**src/design/uart_rx_pkg.sv**
```systemverilog
package uart_rx_pkg;

   localparam int FIFO_DEPTH = 64;
   localparam int PTR_W      = $clog2(FIFO_DEPTH);
   localparam int CNT_W      = $clog2(FIFO_DEPTH + 1);
   localparam int DATA_BITS  = 8;
   localparam int IDX_W      = $clog2(DATA_BITS);
   localparam int PERIOD_W   = 16;

   localparam logic [PERIOD_W-1:0] PERIOD_RESET = PERIOD_W'(1667);

   typedef struct packed {
      logic rx_level;
      logic pop_request;
   } uart_rx_req_type;

   typedef struct packed {
      logic                 pop_valid;
      logic [DATA_BITS-1:0] pop_byte;
      logic [CNT_W-1:0]     bytes_available;
      logic                 overflow;
      logic                 receiving;
   } uart_rx_rsp_type;

   // per-beat status from the framer to the FIFO control
   typedef struct packed {
      logic                 have_byte;
      logic [DATA_BITS-1:0] new_byte;
      logic                 busy;
   } uart_rx_frm_type;

endpackage

```
**src/design/uart_8n1_receiver_with_fifo.sv**
```systemverilog
// UART 8N1 receiver with a 64-byte receive FIFO. Each input beat is one line
// sample plus a pop request and yields exactly one response beat. A beat is
// registered on entry, stepped combinationally through the framer and FIFO
// control, and lands in the output register, so one beat per cycle is sustained
// while rsp_stall is low; the popped byte comes from the FIFO RAM's registered
// read port. On a low line the framer waits half of csr bit_period beats, takes
// 8 data bits LSB first one period apart, pushes the byte and then waits one
// more period (stop bit is not checked). A byte arriving while the FIFO is full
// with no pop on that beat is dropped and flagged by overflow. Write bit_period
// only while no beat is in flight; it applies from the next beat, also in mid-frame.
module uart_8n1_receiver_with_fifo import uart_rx_pkg::*; (
   input  logic                clock,
   input  logic                reset,
   input  logic                req_valid,
   output logic                req_stall,
   input  uart_rx_req_type     req_payload,
   output logic                rsp_valid,
   input  logic                rsp_stall,
   output uart_rx_rsp_type     rsp_payload,
   input  logic                csr_write,
   input  logic [PERIOD_W-1:0] csr_data
);

   logic [PERIOD_W-1:0] bit_period_ff;
   logic                in_valid_ff;
   uart_rx_req_type     in_item_ff;
   logic                out_valid_ff;
   uart_rx_rsp_type     out_item_ff, out_item_in;
   logic                advance;
   logic                pop_ok;
   logic                overflow;
   logic [CNT_W-1:0]    fill_count;
   logic [DATA_BITS-1:0] rd_data;
   uart_rx_frm_type     frm;

   assign advance   = in_valid_ff && (!out_valid_ff || !rsp_stall);
   assign req_stall = in_valid_ff && !advance;

   always_ff @(posedge clock) begin
      if (reset) begin
         bit_period_ff <= PERIOD_RESET;
         in_valid_ff   <= 1'b0;
         out_valid_ff  <= 1'b0;
      end else begin
         if (csr_write) begin
            bit_period_ff <= csr_data;
         end
         if (!req_stall) begin
            in_valid_ff <= req_valid;
         end
         if (advance) begin
            out_valid_ff <= 1'b1;
         end else if (!rsp_stall) begin
            out_valid_ff <= 1'b0;
         end
      end
   end

   always_ff @(posedge clock) begin
      if (!req_stall && req_valid) begin
         in_item_ff <= req_payload;
      end
      if (advance) begin
         out_item_ff <= out_item_in;
      end
   end

   uart_rx_framer u_framer (
      .clock      (clock),
      .reset      (reset),
      .step       (advance),
      .rx_level   (in_item_ff.rx_level),
      .bit_period (bit_period_ff),
      .frm        (frm)
   );

   uart_rx_fifo_top u_fifo (
      .clock       (clock),
      .reset       (reset),
      .step        (advance),
      .pop_request (in_item_ff.pop_request),
      .frm         (frm),
      .pop_ok      (pop_ok),
      .overflow    (overflow),
      .fill_count  (fill_count),
      .rd_data     (rd_data)
   );

   always_comb begin
      out_item_in                 = '0;
      out_item_in.pop_valid       = pop_ok;
      out_item_in.bytes_available = fill_count;
      out_item_in.overflow        = overflow;
      out_item_in.receiving       = frm.busy;
   end

   // popped byte is picked up from the RAM read register, which holds while stalled
   always_comb begin
      rsp_payload          = out_item_ff;
      rsp_payload.pop_byte = out_item_ff.pop_valid ? rd_data : '0;
   end

   assign rsp_valid = out_valid_ff;

endmodule

```
**src/design/uart_rx_ram.sv**
```systemverilog
module uart_rx_ram #(
   parameter int WIDTH = 8,
   parameter int DEPTH = 64
) (
   input  logic                     clock,
   input  logic                     wr_en,
   input  logic [$clog2(DEPTH)-1:0] wr_addr,
   input  logic [WIDTH-1:0]         wr_data,
   input  logic                     rd_en,
   input  logic [$clog2(DEPTH)-1:0] rd_addr,
   output logic [WIDTH-1:0]         rd_data
);

   logic [WIDTH-1:0] mem_ff [DEPTH];
   logic [WIDTH-1:0] rd_data_ff;

   // read-first: a read of the address being written returns the old entry
   always_ff @(posedge clock) begin
      if (wr_en) begin
         mem_ff[wr_addr] <= wr_data;
      end
      if (rd_en) begin
         rd_data_ff <= mem_ff[rd_addr];
      end
   end

   assign rd_data = rd_data_ff;

endmodule

```
**src/design/uart_rx_framer.sv**
```systemverilog
module uart_rx_framer import uart_rx_pkg::*; (
   input  logic                clock,
   input  logic                reset,
   input  logic                step,
   input  logic                rx_level,
   input  logic [PERIOD_W-1:0] bit_period,
   output uart_rx_frm_type     frm
);

   typedef enum logic [1:0] {PH_IDLE, PH_START, PH_DATA, PH_STOP} phase_type;

   phase_type            phase_ff, phase_in;
   logic [PERIOD_W-1:0]  tick_ff, tick_in;
   logic [IDX_W-1:0]     idx_ff, idx_in;
   logic [DATA_BITS-1:0] shift_ff, shift_in;
   logic [PERIOD_W:0]    next_cnt;
   logic [PERIOD_W:0]    half_cnt;
   logic [PERIOD_W:0]    full_cnt;
   logic [DATA_BITS-1:0] sampled;
   logic                 have_byte;

   always_comb begin
      next_cnt  = {1'b0, tick_ff} + (PERIOD_W+1)'(1);
      half_cnt  = {2'b00, bit_period[PERIOD_W-1:1]};
      full_cnt  = {1'b0, bit_period};
      sampled   = shift_ff | (DATA_BITS'(rx_level) << idx_ff);
      phase_in  = phase_ff;
      tick_in   = tick_ff;
      idx_in    = idx_ff;
      shift_in  = shift_ff;
      have_byte = 1'b0;
      if (step) begin
         case (phase_ff)
            PH_IDLE: begin
               if (!rx_level) begin
                  phase_in = PH_START;
                  tick_in  = '0;
               end
            end
            PH_START: begin
               if (next_cnt >= half_cnt) begin
                  phase_in = PH_DATA;
                  tick_in  = '0;
                  idx_in   = '0;
                  shift_in = '0;
               end else begin
                  tick_in = next_cnt[PERIOD_W-1:0];
               end
            end
            PH_DATA: begin
               if (next_cnt >= full_cnt) begin
                  tick_in  = '0;
                  shift_in = sampled;
                  if (idx_ff == IDX_W'(DATA_BITS - 1)) begin
                     have_byte = 1'b1;
                     phase_in  = PH_STOP;
                     idx_in    = '0;
                  end else begin
                     idx_in = idx_ff + IDX_W'(1);
                  end
               end else begin
                  tick_in = next_cnt[PERIOD_W-1:0];
               end
            end
            PH_STOP: begin
               if (next_cnt >= full_cnt) begin
                  phase_in = PH_IDLE;
                  tick_in  = '0;
               end else begin
                  tick_in = next_cnt[PERIOD_W-1:0];
               end
            end
            default: begin
               phase_in = PH_IDLE;
            end
         endcase
      end
   end

   always_ff @(posedge clock) begin
      if (reset) begin
         phase_ff <= PH_IDLE;
         tick_ff  <= '0;
         idx_ff   <= '0;
         shift_ff <= '0;
      end else begin
         phase_ff <= phase_in;
         tick_ff  <= tick_in;
         idx_ff   <= idx_in;
         shift_ff <= shift_in;
      end
   end

   assign frm.have_byte = have_byte;
   assign frm.new_byte  = sampled;
   assign frm.busy      = (phase_in != PH_IDLE);

endmodule

```
**src/design/uart_rx_fifo_top.sv**
```systemverilog
module uart_rx_fifo_top import uart_rx_pkg::*; (
   input  logic                clock,
   input  logic                reset,
   input  logic                step,
   input  logic                pop_request,
   input  uart_rx_frm_type     frm,
   output logic                pop_ok,
   output logic                overflow,
   output logic [CNT_W-1:0]    fill_count,
   output logic [DATA_BITS-1:0] rd_data
);

   logic [PTR_W-1:0] wr_ptr_ff, wr_ptr_in;
   logic [PTR_W-1:0] rd_ptr_ff, rd_ptr_in;
   logic [CNT_W-1:0] fill_ff, fill_in;
   logic [CNT_W-1:0] fill_after_pop;
   logic             push_ok;

   always_comb begin
      pop_ok         = step && pop_request && (fill_ff != '0);
      fill_after_pop = fill_ff - CNT_W'(pop_ok);
      push_ok        = step && frm.have_byte && (fill_after_pop != CNT_W'(FIFO_DEPTH));
      overflow       = step && frm.have_byte && !push_ok;
      fill_in        = fill_after_pop + CNT_W'(push_ok);
      rd_ptr_in      = rd_ptr_ff;
      wr_ptr_in      = wr_ptr_ff;
      if (pop_ok) begin
         rd_ptr_in = (rd_ptr_ff == PTR_W'(FIFO_DEPTH - 1)) ? '0 : rd_ptr_ff + PTR_W'(1);
      end
      if (push_ok) begin
         wr_ptr_in = (wr_ptr_ff == PTR_W'(FIFO_DEPTH - 1)) ? '0 : wr_ptr_ff + PTR_W'(1);
      end
   end

   always_ff @(posedge clock) begin
      if (reset) begin
         wr_ptr_ff <= '0;
         rd_ptr_ff <= '0;
         fill_ff   <= '0;
      end else begin
         wr_ptr_ff <= wr_ptr_in;
         rd_ptr_ff <= rd_ptr_in;
         fill_ff   <= fill_in;
      end
   end

   assign fill_count = fill_in;

   uart_rx_ram #(
      .WIDTH (DATA_BITS),
      .DEPTH (FIFO_DEPTH)
   ) u_ram (
      .clock   (clock),
      .wr_en   (push_ok),
      .wr_addr (wr_ptr_ff),
      .wr_data (frm.new_byte),
      .rd_en   (pop_ok),
      .rd_addr (rd_ptr_ff),
      .rd_data (rd_data)
   );

endmodule
```
**config.mk**
```make
export PLATFORM = sky130hd
export DESIGN_NAME = uart_8n1_receiver_with_fifo
export DESIGN_NICKNAME = d
export VERILOG_FILES = /design/src/design/uart_rx_pkg.sv /design/src/design/uart_8n1_receiver_with_fifo.sv /design/src/design/uart_rx_ram.sv /design/src/design/uart_rx_framer.sv /design/src/design/uart_rx_fifo_top.sv
export SDC_FILE = /design/constraint.sdc
export NUM_CORES = 1
export LEC_CHECK = 0
export CAP_MARGIN = 10
export CORE_MARGIN = 2
export CORE_UTILIZATION = 50
export CTS_CLUSTER_DIAMETER = 50
export DETAILED_ROUTE_END_ITERATION = 16
export DONT_BUFFER_PORTS = 1
export PLACE_DENSITY = 0.68
export SYNTH_ARGS = -nofsm -noshare
export SYNTH_HDL_FRONTEND = slang
export SYNTH_SLANG_ARGS = --single-unit
```
**constraint.sdc**
```tcl
create_clock -name clock -period 4.8 [get_ports clock]
set_clock_uncertainty 0.1 [all_clocks]
set_input_delay 0.72 -clock clock [delete_from_list [all_inputs] [get_ports clock]]
set_output_delay 0.72 -clock clock [all_outputs]
set_load 0.005 [all_outputs]
```
==> results.json, run 1 <==
{
  "synth_top_area_frac": 0.646,
  "leakage_nw": 8.61,
  "synth_seq_cells": 598,
  "ff2ff_path_depth": 18,
  "hpwl_mm": 33.5,
  "holdCritPathClass": "input port to flip-flop",
  "min_from": "reset",
  "initialDrtViolationCount": 1243,
  "clk_path_buf_depth": 3,
  "seq_area_mm2": 0.0173,
  "worstPathArrival_ns": 4.83,
  "drt_first_pass_iters": 5,
  "setup_ws_ns": 0.364,
  "status": "finished, final reports clean",
  "required_ns": 5.19,
  "intPower_mw": 8.63,
  "multi_input_area_mm2": 0.00703,
  "wirelength_mm": 53.6,
  "drc": 0,
  "holdPathStages": 1,
  "cts_tree": "built",
  "synth_cells": 1357,
  "cts_root_buffer": "clkbuf_16",
  "synthesis.area_mm2": 0.0247,
  "numPortBuffers": 0,
  "layout_common_cells": "edfxtp_1 (532), mux4_2 (168), nor2_1 (109), buf_4 (92), clkbuf_16 (67)",
  "holdPathEnd": "rsp_valid",
  "n_antenna_cell": 0,
  "pwr_density_cell_mw_per_mm2": 383,
  "avgSynthCellArea_um2": 18.2,
  "io_pins": 43,
  "fin_setup_tns_ns": 0,
  "fin_nets": 1513,
  "yosysUniqueCellTypes": 69,
  "die-area_mm2": 0.0513,
  "async_flop_share": 0,
  "layout_commonest_cell": "edfxtp_1",
  "cts.sinks": 598,
  "ctsHoldBuffers": 0,
  "synth_seq_area_share": 0.699,
  "sw_frac_of_total": 0.202,
  "fillCellCount": 3620,
  "r2r_start": "u_framer.tick_ff[2]",
  "seq_power_share": 0.521,
  "fp.dieW_um": 226,
  "wl_per_cell_um": 24.8,
  "slew_headroom": 0.366,
  "synth-main-ff-cell": "edfxtp_1",
  "fin_crit_ns": 4.44,
  "drtAntennaViolNets": 0,
  "antenna_found_initial": 3,
  "rsz0062_at_grt": "false",
  "vias": 12800,
  "grt_first_pass_wirelength_mm": 80.4,
  "grt_max_degree": 66,
  "p_comb_frac": 0.014,
  "path_max_fanout": 8,
  "synthesis.nets": 1424,
  "vdd_ir_drop_max_mv": 0.256,
  "htree_levels": 3,
  "end_kind": "flip-flop",
  "layout-drive-gt1-share": 0.266,
  "crit_path_start_kind": "flip-flop",
  "tightest_slew_ns": 0.951,
  "track_usage": 0.216,
  "grt_pass1_vias": 12700,
  "synth_enable_flop_cells": 532,
  "synth.area.top_cells": "edfxtp_1 (65%), mux4_2 (15%), dfxtp_1 (5.3%)",
  "setup_viol": 0,
  "reg2reg_setup_slack_ns": 0.36,
  "initial_utilization": 0.507,
  "synth_top_cell_by_area": "edfxtp_1",
  "cts_made_buffers": 66,
  "grt_overflow": 0,
  "clkTransAtPathRegs_ns": 0.06,
  "hold_viol_final": 0,
  "post-route-util": 0.578,
  "yosys_warnings": 0,
  "maxCapViolations": 0,
  "clock_latency_ns": 0.62,
  "num_rows": 81,
  "worstReg2RegEnd": "u_fifo.fill_ff[4]",
  "place.gp.congestion": 0.819,
  "report.final.slew_viol_count": 0,
  "die_h_um": 226,
  "vias_per_cell": 5.94,
  "fmax_mhz": 225,
  "period_share": 0.924,
  "power.share.clock": 0.465,
  "p_switching_mw": 2.18,
  "crit_type": "flip-flop to flip-flop",
  "core-area_mm2": 0.0488,
  "syn_to_final_growth_pct": 14.2,
  "post-place-ws_ns": 0.291
}
[layout make-up]
class,count,share of cell area
Clock buffer,89,0.0637
Clock inverter,31,0.0136
Inverter,26,0.00345
Multi-Input combinational cell,656,0.249
Sequential cell,598,0.613
Tap cell,664,0.0294
Timing Repair Buffer,98,0.0287
[critical path, stage by stage (launching register included)]
cell,delay (ns)
dfxtp_1,0.52
nand4_2,0.23
nor2_1,0.19
nand4_1,0.21
nor2_1,0.18
xor2_1,0.31
ha_1,0.33
nand4_1,0.17
nor2_1,0.07
o311a_1,0.14
nor3_2,0.32
buf_4,0.21
a21oi_1,0.10
and3_1,0.22
ha_1,0.25
mux2_2,0.28
o22a_1,0.20
xnor2_1,0.13
and2_1,0.16
[flip-flops by register name, indices dropped and copies added, names as in the netlist, 6 cells and up]
name	count
rsp_payload	10
u_fifo.u_ram.mem_ff	512
u_framer.tick_ff	16
u_fifo.fill_ff	7
bit_period_ff	16
u_fifo.rd_ptr_ff	6
u_framer.shift_ff	8
u_fifo.wr_ptr_ff	6
u_fifo.u_ram.rd_data	8
[synth_stat cells (3+ instances only)]
| master | n |
|---|---|
| a21o_1 | 6 |
| a21oi_1 | 43 |
| a31o_2 | 8 |
| and2_1 | 18 |
| and3_1 | 8 |
| buf_1 | 10 |
| buf_2 | 17 |
| buf_6 | 3 |
| clkbuf_1 | 45 |
| dfxtp_1 | 66 |
| edfxtp_1 | 532 |
| ha_1 | 44 |
| inv_1 | 25 |
| mux2i_1 | 15 |
| mux4_2 | 168 |
| nand2_1 | 57 |
| nand2_2 | 3 |
| nand2b_1 | 3 |
| nand3_1 | 10 |
| nand3b_1 | 3 |
| nand4_1 | 7 |
| nor2_1 | 109 |
| nor2b_1 | 13 |
| nor3_1 | 12 |
| nor3b_1 | 5 |
| o2111ai_1 | 8 |
| o211ai_1 | 6 |
| o21ai_0 | 17 |
| o221ai_1 | 7 |
| or3_1 | 11 |
| xnor2_1 | 15 |
| xor2_1 | 12 |
[routing by layer]
layer,GRT usage,part of all wire,wire [um],vias to the layer above
met5,0,0.00067,36,-
li1,-,-,-,5622
met1,0.297,0.42,22500,6691
met4,0.0705,0.030,1610,6
met3,0.0472,0.063,3390,111
met2,0.345,0.49,26100,408
[power groups by stage]
stage	logic (mW)	registers, mW	clock network, mW
floorplan	0.134	5.73	0
global placement	0.155	5.74	0
detailed placement	0.157	5.74	0
CTS	0.158	5.63	5.12
global route	0.174	5.63	5.31
finish	0.155	5.63	5.02
[metrics by stage]
step / total power, mW / hold WS (ns) / area, um^2 / cells
after floorplan: 5.86 / 0.349 / 24700 / 1357
after global placement: 5.89 / 0.351 / 26100 / 2042
after detailed placement: 5.90 / 0.366 / 26100 / 2042
after CTS: 10.9 / 0.0419 / 28200 / 2162
after global routing: 11.1 / 0.0658 / 28300 / 2162
final: 10.8 / 0.101 / 28300 / 2162
[worst max path at each step]
stage	startpoint	end	cells after the start
5_1_grt	u_framer.tick_ff[0]	u_fifo.fill_ff[4]	17
6_report	u_framer.tick_ff[2]	u_fifo.fill_ff[4]	18
3_5_place_dp	u_framer.tick_ff[0]	u_fifo.u_ram.mem_ff[29][2]	15
2_1_floorplan	rsp_stall	u_fifo.u_ram.mem_ff[27][0]	15
4_1_cts	u_framer.tick_ff[0]	u_fifo.u_ram.mem_ff[29][2]	15
3_3_place_gp	u_framer.tick_ff[0]	u_fifo.fill_ff[4]	18
[repair_timing]
action	4_1_cts	5_1_grt
gates resized for setup	0	1
setup endpoints to repair	0	95
setup buffers	0	0
[logic make-up (layout without fill, tap and decap cells)]
logic type                 count (synthesis)  count (layout)  share of synthesized area
xor gates and xnor gates                  27              27                    0.00956
adders and majority gates                 44              44                     0.0222
and+or+nand+nor                          282             282                     0.0583
AOI/OAI and AO/OA                        118             118                     0.0335
muxes                                    185             185                      0.160
buffers and inverters                    103             244                     0.0176
DFF                                      598             598                      0.699
No activity file was read; power rests on OpenSTA's default activity.
==> run 2, diff against run 1 <==
- CORE_UTILIZATION: 50 -> 40
- PLACE_DENSITY: 0.68 -> not set
==> results.json, run 2 (synthesized netlist as in run 1, its figures left out) <==
{
  "fmax_mhz": 228,
  "drc": 0,
  "vdd_ir_drop_max_mv": 0.276,
  "required_ns": 5.22,
  "cts.sinks": 598,
  "die_h_um": 253,
  "holdCritPathClass": "input port to flip-flop",
  "period_share": 0.914,
  "fp.dieW_um": 253,
  "largest_reg_flops": 512,
  "cts_made_buffers": 74,
  "fin_setup_tns_ns": 0,
  "cts_root_buffer": "clkbuf_16",
  "reg_top3": "u_fifo.u_ram.mem_ff x512, bit_period_ff x16, u_framer.tick_ff x16",
  "intPower_mw": 9.03,
  "clk_path_buf_depth": 3,
  "path_max_fanout": 8,
  "maxCapViolations": 0,
  "num_rows": 91,
  "grt_first_pass_wirelength_mm": 83.7,
  "vias_per_cell": 5.56,
  "holdPathStages": 1,
  "post_cts_buffers": 0,
  "core-area_mm2": 0.0615,
  "drt_first_pass_iters": 7,
  "clkTransAtPathRegs_ns": 0.06,
  "layout_commonest_cell": "edfxtp_1",
  "layout-drive-gt1-share": 0.277,
  "power.share.clock": 0.495,
  "place.gp.congestion": 0.814,
  "sw_frac_of_total": 0.212,
  "initialDrtViolationCount": 1188,
  "tightest_slew_ns": 0.973,
  "io_pins": 43,
  "numPortBuffers": 0,
  "cts_tree": "built",
  "p_comb_frac": 0.014,
  "n_antenna_cell": 0,
  "layout_common_cells": "edfxtp_1 (532), mux4_2 (168), nor2_1 (109), buf_4 (91), clkbuf_16 (74)",
  "grt_overflow": 0,
  "setup_viol": 0,
  "end_kind": "flip-flop",
  "grt_pass1_vias": 12900,
  "r2r_start": "u_framer.tick_ff[0]",
  "report.final.slew_viol_count": 0,
  "grt_max_degree": 69,
  "crit_path_start_kind": "flip-flop",
  "p_switching_mw": 2.43,
  "fin_nets": 1518,
  "wl_per_cell_um": 24.2,
  "post-route-util": 0.468,
  "crit_type": "flip-flop to flip-flop",
  "drtAntennaViolNets": 0,
  "vias": 12800,
  "initial_utilization": 0.402,
  "hpwl_mm": 35.1,
  "reg2reg_setup_slack_ns": 0.41,
  "antenna_found_initial": 0,
  "min_from": "reset",
  "ctsHoldBuffers": 0,
  "slew_headroom": 0.350,
  "worstReg2RegEnd": "u_fifo.fill_ff[4]",
  "pwr_density_cell_mw_per_mm2": 398,
  "clock_latency_ns": 0.63,
  "leakage_nw": 8.76,
  "seq_power_share": 0.491,
  "track_usage": 0.178,
  "fin_crit_ns": 4.39,
  "hold_viol_final": 0,
  "wirelength_mm": 55.7,
  "holdPathEnd": "u_framer.tick_ff[2]",
  "status": "finished, final reports clean",
  "worstPathArrival_ns": 4.81,
  "ff2ff_path_depth": 18,
  "syn_to_final_growth_pct": 16.2,
  "rsz0062_at_grt": "false",
  "ctsResizeCount": 0,
  "top_register": "u_fifo.u_ram.mem_ff",
  "htree_levels": 3,
  "die-area_mm2": 0.0639
}
-- run 2: changes by cell type in the layout (fill, tap and decap cells not counted), sizes merged --
cell / previous run / this run
buf: 98 / 95
clkinv: 19 / 25
inv: 33 / 38
clkbuf: 89 / 82
bufinv: 5 / 8
clkinvlp: 0 / 6
-- run 2: area by class of cell --
class | instances | area (um^2)
sequential | 598 | 17300
inverter | 26 | 97.6
clock buffer | 82 | 1880
tap | 790 | 988
timing repair buffer | 95 | 763
multi-input combinational | 656 | 7050
clock inverter | 51 | 672
fill | 5120 | 32700
-- run 2: per-layer routing --
layer,vias up,share of wire,GRT usage
met1,6674,0.43,0.246
met3,65,0.058,0.0368
met4,0,0.018,0.0499
met5,-,0,0
li1,5659,-,-
met2,375,0.49,0.286
-- run 2: power groups by stage --
stage          registers [mW]  clock network [mW]  logic (mW)
2_1_floorplan            5.73                   0       0.134
3_3_place_gp             5.73                   0       0.160
3_5_place_dp             5.73                   0       0.161
4_1_cts                  5.62                5.80       0.161
5_1_grt                  5.62                5.99       0.177
6_report                 5.63                5.68       0.159
-- run 2: stage by stage --
step	power (mW)	setup WS [ns]	cells	hold slack [ns]	area, um^2
floorplan	5.86	0.167	1357	0.349	24700
global placement	5.89	0.365	2165	0.350	26200
detailed placement	5.90	0.233	2165	0.361	26200
CTS	11.6	0.226	2298	0.0349	28700
global route	11.8	0.0437	2298	0.0378	28800
finish	11.5	0.413	2298	0.0731	28800
-- run 2: worst max-delay path by stage --
stage	slack (ns)	end	depth (start not counted)	start
CTS	0.23	u_fifo.fill_ff[4]	18	u_framer.tick_ff[0]
finish	0.41	u_fifo.fill_ff[4]	18	u_framer.tick_ff[0]
floorplan	0.17	u_fifo.u_ram.mem_ff[27][0]	15	rsp_stall
detailed placement	0.23	u_fifo.fill_ff[4]	18	u_framer.tick_ff[0]
global route	0.04	u_fifo.fill_ff[4]	18	u_framer.tick_ff[0]
global placement	0.36	u_fifo.fill_ff[4]	18	u_framer.tick_ff[0]
-- run 2: critical path: stages, from the launching register on --
cell and delay, ns:
dfxtp_1 0.47, ha_1 0.31, nand3_4 0.16, nor3_4 0.28
nand3_1 0.12, xnor2_1 0.19, ha_1 0.32, nand4_1 0.15
nor2_1 0.14, o311a_1 0.23, nor3_2 0.08, buf_4 0.16
a21oi_1 0.23, and3_1 0.24, ha_1 0.25, mux2_2 0.35
o22a_1 0.21, xnor2_1 0.13, and2_1 0.16
==> run 3, diff against run 2 <==
- ABC_AREA: not set -> 1
==> results.json, run 3 <==
{
  "ctsHoldBuffers": 0,
  "yosys_warnings": 0,
  "cts_tree": "built",
  "synthAdderAreaFrac": 0.0219,
  "synthesis.nets": 2242,
  "io_pins": 43,
  "post_cts_buffers": 0,
  "reg2reg_setup_slack_ns": 0.48,
  "synth_common_cells": "edfxtp_1 (532), nor2_1 (388), o21ai_0 (284)",
  "finalInstanceArea_mm2": 0.0285,
  "n_antenna_cell": 0,
  "grt_max_degree": 116,
  "grt_first_pass_wirelength_mm": 96.8,
  "fin_crit_ns": 4.32,
  "synth_seq_area_share": 0.689,
  "track_usage": 0.197,
  "clkTransAtPathRegs_ns": 0.06,
  "layout_commonest_cell": "edfxtp_1",
  "end_kind": "flip-flop",
  "setup_ws_ns": 0.480,
  "fp.dieW_um": 254,
  "path_max_fanout": 10,
  "post-place-ws_ns": 0.504,
  "synth_compound_area_frac": 0.115,
  "htree_levels": 3,
  "muxShareOfSynthArea": 0,
  "vdd_ir_drop_max_mv": 0.250,
  "maxCapViolations": 0,
  "hold_viol_final": 0,
  "wirelength_mm": 63.2,
  "vias": 17000,
  "grt_overflow": 0,
  "synth_simple_gate_area_frac": 0.130,
  "synth_top_family_by_area": "simple AND/OR/NAND/NOR gates",
  "period_share": 0.900,
  "crit_type": "flip-flop to flip-flop",
  "crit_path_start_kind": "flip-flop",
  "antenna_found_initial": 1,
  "finalPower_mw": 10.8,
  "fin_setup_tns_ns": 0,
  "synth_top_area_frac": 0.637,
  "die-area_mm2": 0.0648,
  "async_flop_share": 0,
  "cts_made_buffers": 67,
  "drtAntennaViolNets": 0,
  "avgSynthCellArea_um2": 11.5,
  "synth.area.top_cells": "edfxtp_1 (64%), nor2_1 (5.8%), o21ai_0 (5.7%)",
  "ctsResizeCount": 0,
  "fin_nets": 2264,
  "initial_utilization": 0.406,
  "slew_headroom": 0.218,
  "vias_per_cell": 5.50,
  "core-area_mm2": 0.0618,
  "layout_common_cells": "edfxtp_1 (532), nor2_1 (387), o21ai_0 (276), nand2_1 (229), inv_1 (106)",
  "top_register": "u_fifo.u_ram.mem_ff",
  "die_h_um": 254,
  "grt_pass1_vias": 16700,
  "numPortBuffers": 0,
  "yosysUniqueCellTypes": 44,
  "hpwl_mm": 38.8,
  "setup_viol": 0,
  "worstPathArrival_ns": 4.45,
  "reg_top3": "u_fifo.u_ram.mem_ff x512, bit_period_ff x16, u_framer.tick_ff x16",
  "synth_enable_flop_cells": 532,
  "drc": 0,
  "syn_to_final_growth_pct": 13.5,
  "rsz0062_at_grt": "false",
  "wl_per_cell_um": 20.5,
  "clock_latency_ns": 0.61,
  "drt_first_pass_iters": 6,
  "leakage_nw": 9.98,
  "synth_cells": 2175,
  "met3RoutedLength_mm": 5.01,
  "yosysMostFrequentCell": "edfxtp_1",
  "wl_met2_mm": 29.5,
  "largest_reg_flops": 512,
  "pwr_density_cell_mw_per_mm2": 380,
  "status": "finished, final reports clean",
  "place.gp.congestion": 0.827,
  "cts.sinks": 598,
  "cts_root_buffer": "clkbuf_16",
  "synth_top_cell_by_area": "edfxtp_1",
  "fmax_mhz": 231,
  "num_rows": 91,
  "tightest_slew_ns": 1.17,
  "initialDrtViolationCount": 1766,
  "required_ns": 4.93,
  "synth_seq_cells": 598,
  "highest_layer": "met4",
  "layout-drive-gt1-share": 0.0962,
  "synthesis.area_mm2": 0.0251,
  "clk_path_buf_depth": 3,
  "holdCritPathClass": "input port to flip-flop",
  "placed_cell_area_mm2": 0.0264,
  "synth-main-ff-cell": "edfxtp_1",
  "report.final.slew_viol_count": 0,
  "wl_met1_mm": 26.9,
  "yosys.area_share.xor_xnor": 0.00663
}
run 3: cell types whose count changed after synthesis, sizes merged, moves of 13 or more:
cell / before / now
o221ai: 7 / 51
nor2b: 13 / 0
o22ai: 0 / 74
nand3: 11 / 105
o21ai: 17 / 285
nor2: 110 / 397
mux2i: 15 / 0
mux4: 168 / 0
a21oi: 43 / 77
inv: 25 / 113
clkbuf: 46 / 96
and2: 18 / 1
nand2: 60 / 233
nand4: 9 / 22
run 3: area by class of cell:
class / instances / area (um^2)
clock buffers: 87 / 1810
clock inverters: 31 / 304
fillers: 5566 / 33400
inverters: 116 / 447
multi-input cells: 1340 / 6970
flip-flops and latches: 598 / 17300
well taps: 837 / 1050
repair buffers: 74 / 593
run 3: path summary, 6_finish.rpt:
path,cells past startpoint,start,endpoint
max,24,u_framer.tick_ff[0],u_fifo.u_ram.mem_ff[62][5]
min,1,reset,u_framer.phase_ff[0]
max reg2reg,24,u_framer.tick_ff[0],u_fifo.u_ram.mem_ff[62][5]
min reg2reg,2,u_framer.tick_ff[14],u_framer.tick_ff[14]
run 3: per-stage QoR:
stage | hold slack, ns | utilization | instances
after CTS | 0.0400 | 0.461 | 3083
final | 0.0856 | 0.461 | 3083
after floorplan | 0.335 | - | 2175
after global routing | 0.0471 | 0.461 | 3083
after global placement | 0.374 | 0.426 | 2965
after detailed placement | 0.377 | 0.426 | 2965
run 3: kinds of logic after synthesis:
family                     count (synthesis)
buffers and inverters                    237
AOI/OAI and AO/OA                        508
DFF                                      598
adders and majority gates                 44
xor gates and xnor gates                  19
and+or+nand+nor                          769
run 3: layer usage:
layer,track usage,vias up
met5,0,-
met4,0.0682,0
met3,0.0457,126
met2,0.317,682
met1,0.263,8277
li1,-,7865
run 3: critical path, stage by stage (launching register included):
cell	delay [ns]
dfxtp_1	0.46
ha_1	0.25
nand3_2	0.12
inv_2	0.08
nand2_2	0.08
inv_1	0.08
nand2_1	0.08
nor2_1	0.13
xor2_1	0.15
inv_1	0.09
ha_1	0.30
nand2_1	0.05
inv_1	0.08
nand2_1	0.05
nor2_1	0.08
nand2_1	0.05
nand3_1	0.06
nand2_1	0.09
nand3_2	0.11
nand3_2	0.10
nor2_4	0.14
nand2_4	0.15
nor2_8	0.19
nand3_4	0.23
nor2_1	0.62
run 3: power by group:
part           internal (mW)  total, mW  switching (mW)  leakage (nW)
combinational         0.0442      0.201           0.157          3.48
clock                   2.90       4.95            2.05          1.04
sequential              5.67       5.68          0.0119          5.46
